## config.mk

```make
export PLATFORM = sky130hd
export DESIGN_NAME = archive_directory_deframe_decrypt
export DESIGN_NICKNAME = d
export VERILOG_FILES = /design/src/addd_pkg.sv /design/src/archive_directory_deframe_decrypt.sv /design/src/addd_parse.sv /design/src/addd_outreg.sv
export VERILOG_INCLUDE_DIRS = /design/src /design/src/src
export SDC_FILE = /design/constraint.sdc
export NUM_CORES = 1
export LEC_CHECK = 0
export BUFFER_PORTS_ARGS = -buffer_cell sky130_fd_sc_hd__buf_4
export CORE_ASPECT_RATIO = 1.1
export CORE_MARGIN = 1.5
export CORE_UTILIZATION = 56
export CTS_CLUSTER_DIAMETER = 80
export CTS_CLUSTER_SIZE = 25
export DETAILED_ROUTE_END_ITERATION = 16
export PLACE_DENSITY = 0.84
export SETUP_SLACK_MARGIN = 0.2
export SKIP_LAST_GASP = 1
export SYNTH_ARGS = -nofsm -noshare
export SYNTH_HDL_FRONTEND = slang
export SYNTH_SLANG_ARGS = --single-unit
export TNS_END_PERCENT = 5
```

## constraint.sdc

```tcl
create_clock -name clk -period 4.47 [get_ports clk]
set_input_delay 1.341 -clock clk [delete_from_list [all_inputs] [get_ports clk]]
set_output_delay 1.341 -clock clk [all_outputs]
set_load 0.01 [all_outputs]
```

## src/archive_directory_deframe_decrypt_macros.svh

```systemverilog
// Assertion macros used by the directory deframer parser, addd_parse.
// Include by bare file name; no other dependencies.
`ifndef ARCHIVE_DIRECTORY_DEFRAME_DECRYPT_MACROS_SVH
`define ARCHIVE_DIRECTORY_DEFRAME_DECRYPT_MACROS_SVH

// Same-cycle implication, disabled while reset is asserted
`define ADDD_ASSERT_IMP(lbl, clk, rst_n, ante, cons) \
    lbl: assert property (@(posedge clk) disable iff (!rst_n) (ante) |-> (cons)) \
        else $error("addd assertion failed");

// Next-cycle implication, disabled while reset is asserted
`define ADDD_ASSERT_NXT(lbl, clk, rst_n, ante, cons) \
    lbl: assert property (@(posedge clk) disable iff (!rst_n) (ante) |=> (cons)) \
        else $error("addd assertion failed");

`endif

```

## src/addd_pkg.sv

```systemverilog
// Types and constants for the archive directory deframer and decryptor.
// No dependencies.
package addd_pkg;

    // Kind of result byte
    localparam logic [1:0] KIND_LEN_LO = 2'd0;
    localparam logic [1:0] KIND_LEN_HI = 2'd1;
    localparam logic [1:0] KIND_BODY   = 2'd2;

    localparam logic [31:0] POS_MAX = 32'hFFFF_FFFF;

    // Input request payload
    typedef struct packed {
        logic       start_of_table;
        logic [7:0] table_byte;
    } in_t;

    // Result request payload
    typedef struct packed {
        logic [7:0] out_byte;
        logic [1:0] byte_kind;
        logic       entry_last;
        logic       past_table_end;
    } out_t;

    // Result handed from the parser to the output register
    typedef struct packed {
        logic valid;
        out_t data;
    } res_t;

    // Keystream byte selected by the low nibble of the chained key
    function automatic logic [7:0] key_table(input logic [3:0] idx);
        logic [7:0] k;
        case (idx)
            4'h0:    k = 8'h32;
            4'h1:    k = 8'hF3;
            4'h2:    k = 8'h1E;
            4'h3:    k = 8'h06;
            4'h4:    k = 8'h45;
            4'h5:    k = 8'h70;
            4'h6:    k = 8'h32;
            4'h7:    k = 8'hAA;
            4'h8:    k = 8'h55;
            4'h9:    k = 8'h3F;
            4'hA:    k = 8'hF1;
            4'hB:    k = 8'hDE;
            4'hC:    k = 8'hA3;
            4'hD:    k = 8'h44;
            4'hE:    k = 8'h21;
            default: k = 8'hB4;
        endcase
        return k;
    endfunction

endpackage

```

## src/archive_directory_deframe_decrypt.sv

```systemverilog
// Archive directory deframer and decryptor, top level.
// Depends on addd_pkg, addd_parse and addd_outreg.
//
// Takes one directory-table byte per cycle and returns at most one result
// per byte: length bytes unchanged, body bytes XOR-decrypted with a key chained
// through the previous cipher byte. Every byte is parsed in the cycle it is
// accepted and its result appears on the output in the next cycle, so the
// sustained rate is one byte per clock; the output register is the only stage.
// The input stalls only while a result is held and the output stalls. Write
// table_size through cfg_wr_en/cfg_wr_data while no bytes are in flight.
module archive_directory_deframe_decrypt
(
    input  logic             clk,
    input  logic             rst_n,
    input  logic             cfg_wr_en,
    input  logic [31:0]      cfg_wr_data,
    input  logic             in_valid,
    output logic             in_stall,
    input  addd_pkg::in_t    in_data,
    output logic             out_valid,
    input  logic             out_stall,
    output addd_pkg::out_t   out_data
);

    logic           accept;
    addd_pkg::res_t res;

    assign accept = in_valid && !in_stall;

    addd_parse u_parse
    (
        .clk         (clk),
        .rst_n       (rst_n),
        .cfg_wr_en   (cfg_wr_en),
        .cfg_wr_data (cfg_wr_data),
        .accept      (accept),
        .in_data     (in_data),
        .res         (res)
    );

    addd_outreg u_outreg
    (
        .clk       (clk),
        .rst_n     (rst_n),
        .accept    (accept),
        .res       (res),
        .in_stall  (in_stall),
        .out_valid (out_valid),
        .out_stall (out_stall),
        .out_data  (out_data)
    );

endmodule

```

## src/addd_parse.sv

```systemverilog
// Entry parser: position tracking, length capture and body decryption.
// Depends on addd_pkg and archive_directory_deframe_decrypt_macros.svh.
`include "archive_directory_deframe_decrypt_macros.svh"

module addd_parse
(
    input  logic             clk,
    input  logic             rst_n,
    input  logic             cfg_wr_en,
    input  logic [31:0]      cfg_wr_data,
    input  logic             accept,
    input  addd_pkg::in_t    in_data,
    output addd_pkg::res_t   res
);

    typedef enum logic [1:0] {
        PH_LEN_LO = 2'd0,
        PH_LEN_HI = 2'd1,
        PH_BODY   = 2'd2
    } phase_t;

    phase_t      phase_reg, phase_next, phase_cur;
    logic [31:0] size_reg;
    logic [31:0] pos_reg, pos_next, pos_cur;
    logic [7:0]  len_lo_reg, len_lo_next;
    logic [15:0] rem_reg, rem_next, rem_dec;
    logic [7:0]  key_reg, key_next;
    logic [15:0] len;
    logic [7:0]  b;
    logic        past_end;
    logic        room;

    // Resolve restart and compute the result for this byte
    always_comb
    begin
        b         = in_data.table_byte;
        phase_cur = in_data.start_of_table ? PH_LEN_LO : phase_reg;
        pos_cur   = in_data.start_of_table ? 32'd0 : pos_reg;
        past_end  = (pos_cur >= size_reg);
        room      = ({1'b0, pos_cur} + 33'd2) < {1'b0, size_reg};
        len       = {b, len_lo_reg};
        rem_dec   = rem_reg - 16'd1;

        phase_next  = phase_cur;
        len_lo_next = len_lo_reg;
        rem_next    = rem_reg;
        key_next    = key_reg;
        res         = '0;

        case (phase_cur)
            PH_LEN_HI:
            begin
                rem_next                = len;
                key_next                = len_lo_reg;
                phase_next              = (len == 16'd0) ? PH_LEN_LO : PH_BODY;
                res.valid               = 1'b1;
                res.data.out_byte       = b;
                res.data.byte_kind      = addd_pkg::KIND_LEN_HI;
                res.data.entry_last     = (len == 16'd0);
                res.data.past_table_end = past_end;
            end
            PH_BODY:
            begin
                key_next                = b;
                rem_next                = rem_dec;
                phase_next              = (rem_dec == 16'd0) ? PH_LEN_LO : PH_BODY;
                res.valid               = 1'b1;
                res.data.out_byte       = b ^ addd_pkg::key_table(key_reg[3:0]);
                res.data.byte_kind      = addd_pkg::KIND_BODY;
                res.data.entry_last     = (rem_dec == 16'd0);
                res.data.past_table_end = past_end;
            end
            default:
            begin
                // Start an entry only if this byte and two more fit before the table end
                phase_next = PH_LEN_LO;
                if (room)
                begin
                    len_lo_next        = b;
                    phase_next         = PH_LEN_HI;
                    res.valid          = 1'b1;
                    res.data.out_byte  = b;
                    res.data.byte_kind = addd_pkg::KIND_LEN_LO;
                end
            end
        endcase

        // Advance position, saturating at the top
        pos_next = (pos_cur == addd_pkg::POS_MAX) ? pos_cur : pos_cur + 32'd1;
    end

    // Hold table size and parse state
    always_ff @(posedge clk or negedge rst_n)
    begin
        if (!rst_n)
        begin
            size_reg   <= '0;
            phase_reg  <= PH_LEN_LO;
            pos_reg    <= '0;
            len_lo_reg <= '0;
            rem_reg    <= '0;
            key_reg    <= '0;
        end
        else
        begin
            if (cfg_wr_en)
            begin
                size_reg <= cfg_wr_data;
            end
            if (accept)
            begin
                phase_reg  <= phase_next;
                pos_reg    <= pos_next;
                len_lo_reg <= len_lo_next;
                rem_reg    <= rem_next;
                key_reg    <= key_next;
            end
        end
    end

    `ADDD_ASSERT_IMP(a_body_has_bytes, clk, rst_n, phase_reg == PH_BODY, rem_reg != 16'd0)
    `ADDD_ASSERT_NXT(a_lo_then_hi, clk, rst_n,
        accept && res.valid && res.data.byte_kind == addd_pkg::KIND_LEN_LO,
        phase_reg == PH_LEN_HI)
    `ADDD_ASSERT_NXT(a_last_ends_entry, clk, rst_n,
        accept && res.valid && res.data.entry_last, phase_reg == PH_LEN_LO)
    `ADDD_ASSERT_NXT(a_pos_saturates, clk, rst_n,
        accept && !in_data.start_of_table && pos_reg == addd_pkg::POS_MAX,
        pos_reg == addd_pkg::POS_MAX)

endmodule

```

## src/addd_outreg.sv

```systemverilog
// Output register: holds one result request and decouples the two channels.
// Depends on addd_pkg.
module addd_outreg
(
    input  logic             clk,
    input  logic             rst_n,
    input  logic             accept,
    input  addd_pkg::res_t   res,
    output logic             in_stall,
    output logic             out_valid,
    input  logic             out_stall,
    output addd_pkg::out_t   out_data
);

    logic           valid_reg;
    addd_pkg::out_t data_reg;
    logic           load;

    // Load whenever the held request is absent or being taken
    assign load     = !valid_reg || !out_stall;
    assign in_stall = !load;

    always_ff @(posedge clk or negedge rst_n)
    begin
        if (!rst_n)
        begin
            valid_reg <= 1'b0;
        end
        else if (load)
        begin
            valid_reg <= accept && res.valid;
        end
    end

    // Capture payload with the request
    always_ff @(posedge clk)
    begin
        if (load)
        begin
            data_reg <= res.data;
        end
    end

    assign out_valid = valid_reg;
    assign out_data  = data_reg;

endmodule

```

==> flow_summary.ini <==
[status]
outcome = finished with violations
violations = setup timing

[yosys]
avgSynthCellArea_um2 = 8.83
yosysTopAreaCell = dfrtp_1
synthCells = 890
synth_area_leaders = dfrtp_1 30%, ha_1 12%, nand2_1 5.2%
ys_seq_elements = 107
synth-async-reset-ratio_pct = 88.8
syn_area_mm2 = 0.00786
yosysWarnings = 0
ys_types = 70
synthFlopType = dfrtp_1
synth_top_area_share_pct = 30.2
synth_edf_count = 12
yosysSeqAreaShare_pct = 34.8
syn_nets = 1013

[worst_hold_path]
hold_depth = 1
hold_path_class = reg -> reg

[global_route]
grt_max_degree = 74
gr-total-overflow = 0
grt_first_pass_wirelength_mm = 33.6
antenna_found_initial = 0
grt_pass1_vias = 6933
grt.total_usage_pct = 29.1

[placed_design]
dp_cells = 1150
post-dp-hpwl_mm = 14.7
io_buffers = 59
place_congestion = 0.895

[critical_path]
crit_arrival_ps = 4810
crit_required_ps = 4730
criticalPathCategory = in -> reg
cp-start-kind = primary input
crit_path_max_fanout = 5
end_kind = flop
reg2reg_depth = 19

[detailed_routing]
drcViolationCount = 0
drt_iter0_drc = 685
drt-pass1-iter-count = 6
postRouteAntennaNets = 0
drt-wirelength-per-cell_um = 18.3
totalWireLength_mm = 21.6
viasPerCell = 6.08
vias = 7208

[sta]
fin_crit_ps = 4560
fin_ws_ps = -86.6
report.final.slew_viol_count = 0
skew_ps = 9.14
rsz0062_at_grt = true
fin_tns_setup_ps = -377
setup_viol_count_final = 5
timing.final.crit_share_pct = 102
max_clock_freq_mhz = 219
hold_violations = 0
max_slew_margin_pct = 34.7
tightest_slew_ps = 980

[power_and_ir_drop]
ir_worst_vdd_uv = 217
p_leak_nw = 4.39
power.density_mw_per_mm2 = 332

[finish]
stdcell_count = 1185
num_antenna_cells = 0
nets = 1115
synthToLayoutAreaGrowth_pct = 21.8
fillCellCount = 1054
seq_area_mm2 = 0.00274
multi_input_area_mm2 = 0.00504
drive_gt1_share_pct = 22.3

[die]
dieHeight_um = 127
die_area_mm2 = 0.0148
core_mm2 = 0.0137
die_x_um = 116
ioPinCount = 60
rows = 45
start_util_pct = 57.2

[clock_tree]
cts-root-buf = clkbuf_16
cts_inserted_buffers = 9
cts_num_sinks = 107
clkTransAtPathRegs_ps = 80
htreeDepth = 3
clock_path_buffers = 2
cts_tree = built
clock_latency_ps = 370

[job]
drv_cap = 0
-- synthesized netlist by cell type (15+ instances only) --
cell / instances
o21ai_0: 69
o22ai_1: 15
clkbuf_1: 36
nor2_1: 61
nand2_1: 108
xnor2_1: 39
nand3_1: 35
nor2b_1: 30
dfrtp_1: 95
xor2_1: 26
a21oi_1: 42
ha_1: 77
inv_1: 53
-- cells in the final DEF (no fill, tap or decap), types with 5 or more instances in the layout --
cell,count
nor4_1,9
a21oi_1,41
edfxtp_1,12
nand3b_1,8
and4_1,6
a31o_2,8
buf_6,5
nand2b_1,9
xor2_1,26
nor3_1,7
nand4_1,10
and3_1,7
nand2_1,105
clkbuf_16,9
nand4b_1,6
nand3_1,31
o22ai_1,15
mux2_4,8
o21ai_0,66
inv_6,5
a21o_1,9
nor2b_1,27
xnor2_1,36
dfrtp_1,95
mux2i_1,8
a22oi_1,8
ha_1,75
buf_4,127
inv_1,53
nor2_1,55
-- cell families after synthesis --
group / Yosys count / share of synthesized area, %
AO/OA/AOI/OAI: 192 / 15.1
XOR/XNOR: 65 / 7.24
adder cells (fa/ha/maj): 77 / 12.3
buffers and inverters: 97 / 4.79
flip-flops: 107 / 34.8
multiplexers: 22 / 3.98
AND/OR/NAND/NOR: 330 / 21.8
-- per-stage QoR --
step	worst slack, ps	total power, mW	util, %	instance area, um^2	hold WS [ps]
final	-86.6	3.18	69.7	9580	488
after global routing	-212	3.36	69.7	9580	508
after CTS	37.0	3.15	67.9	9330	488
after detailed placement	-663	2.27	64.5	8870	470
after global placement	-537	2.22	64.5	8870	461
after floorplan	-459	2.00	-	7970	451
-- cell type report --
cell class | count | area share [%]
sequential | 107 | 28.6
clock inverter | 7 | 0.940
tap | 188 | 2.46
inverter | 53 | 2.08
clock buffer | 9 | 2.35
timing repair buffer | 134 | 11.0
multi-input combinational | 687 | 52.6
-- metal layers --
metal	wire (um)	track usage, %	up-vias
met4	869	12.8	0
met3	1130	3.89	87
met5	0	0	-
met2	11200	51.9	319
met1	8450	34.7	3439
li1	-	-	3363
-- report_power, final --
| part | leakage (nW) | switching (mW) | internal, mW |
|---|---|---|---|
| combinational | 2.92 | 0.483 | 0.467 |
| sequential | 1.31 | 0.219 | 1.14 |
| clock | 0.155 | 0.422 | 0.451 |
| total | 4.39 | 1.12 | 2.05 |
-- critical path, stage by stage --
cell,delay (ps)
buf_12,110
nor2b_4,140
ha_4,160
nand4b_4,140
nor4_4,310
buf_4,180
nand4_1,80
buf_4,180
buf_6,130
nor2_4,100
xor2_1,160
ha_1,240
nand4_1,190
nor4_4,60
buf_4,160
a22oi_2,220
nand3_2,180
nor3_4,250
buf_12,150
mux2_4,310
-- final timing paths --
path / startpoint / to / slack, ps
max: in_data[8] / u_parse.len_lo_reg[3]$_DFFE_PN0P_ / -90
min: u_parse.phase_reg[0]$_DFFE_PN0P_ / u_parse.phase_reg[0]$_DFFE_PN0P_ / 490
max reg2reg: u_parse.pos_reg[1]$_DFFE_PN0P_ / u_parse.len_lo_reg[3]$_DFFE_PN0P_ / 400
min reg2reg: u_parse.phase_reg[0]$_DFFE_PN0P_ / u_parse.phase_reg[0]$_DFFE_PN0P_ / 490
max in group asynchronous: rst_n / u_parse.rem_reg[5]$_DFFE_PN0P_ / 2490
min in group asynchronous: rst_n / u_parse.size_reg[12]$_DFFE_PN0P_ / 1120
-- repair_timing --
item,CTS,global route
pin swaps,10,27
hold buffers,0,0
resized for setup,15,33
setup buffers,5,13
gates cloned,1,0
setup endpoints to repair,18,18
Power figures use the tool's default switching activity.
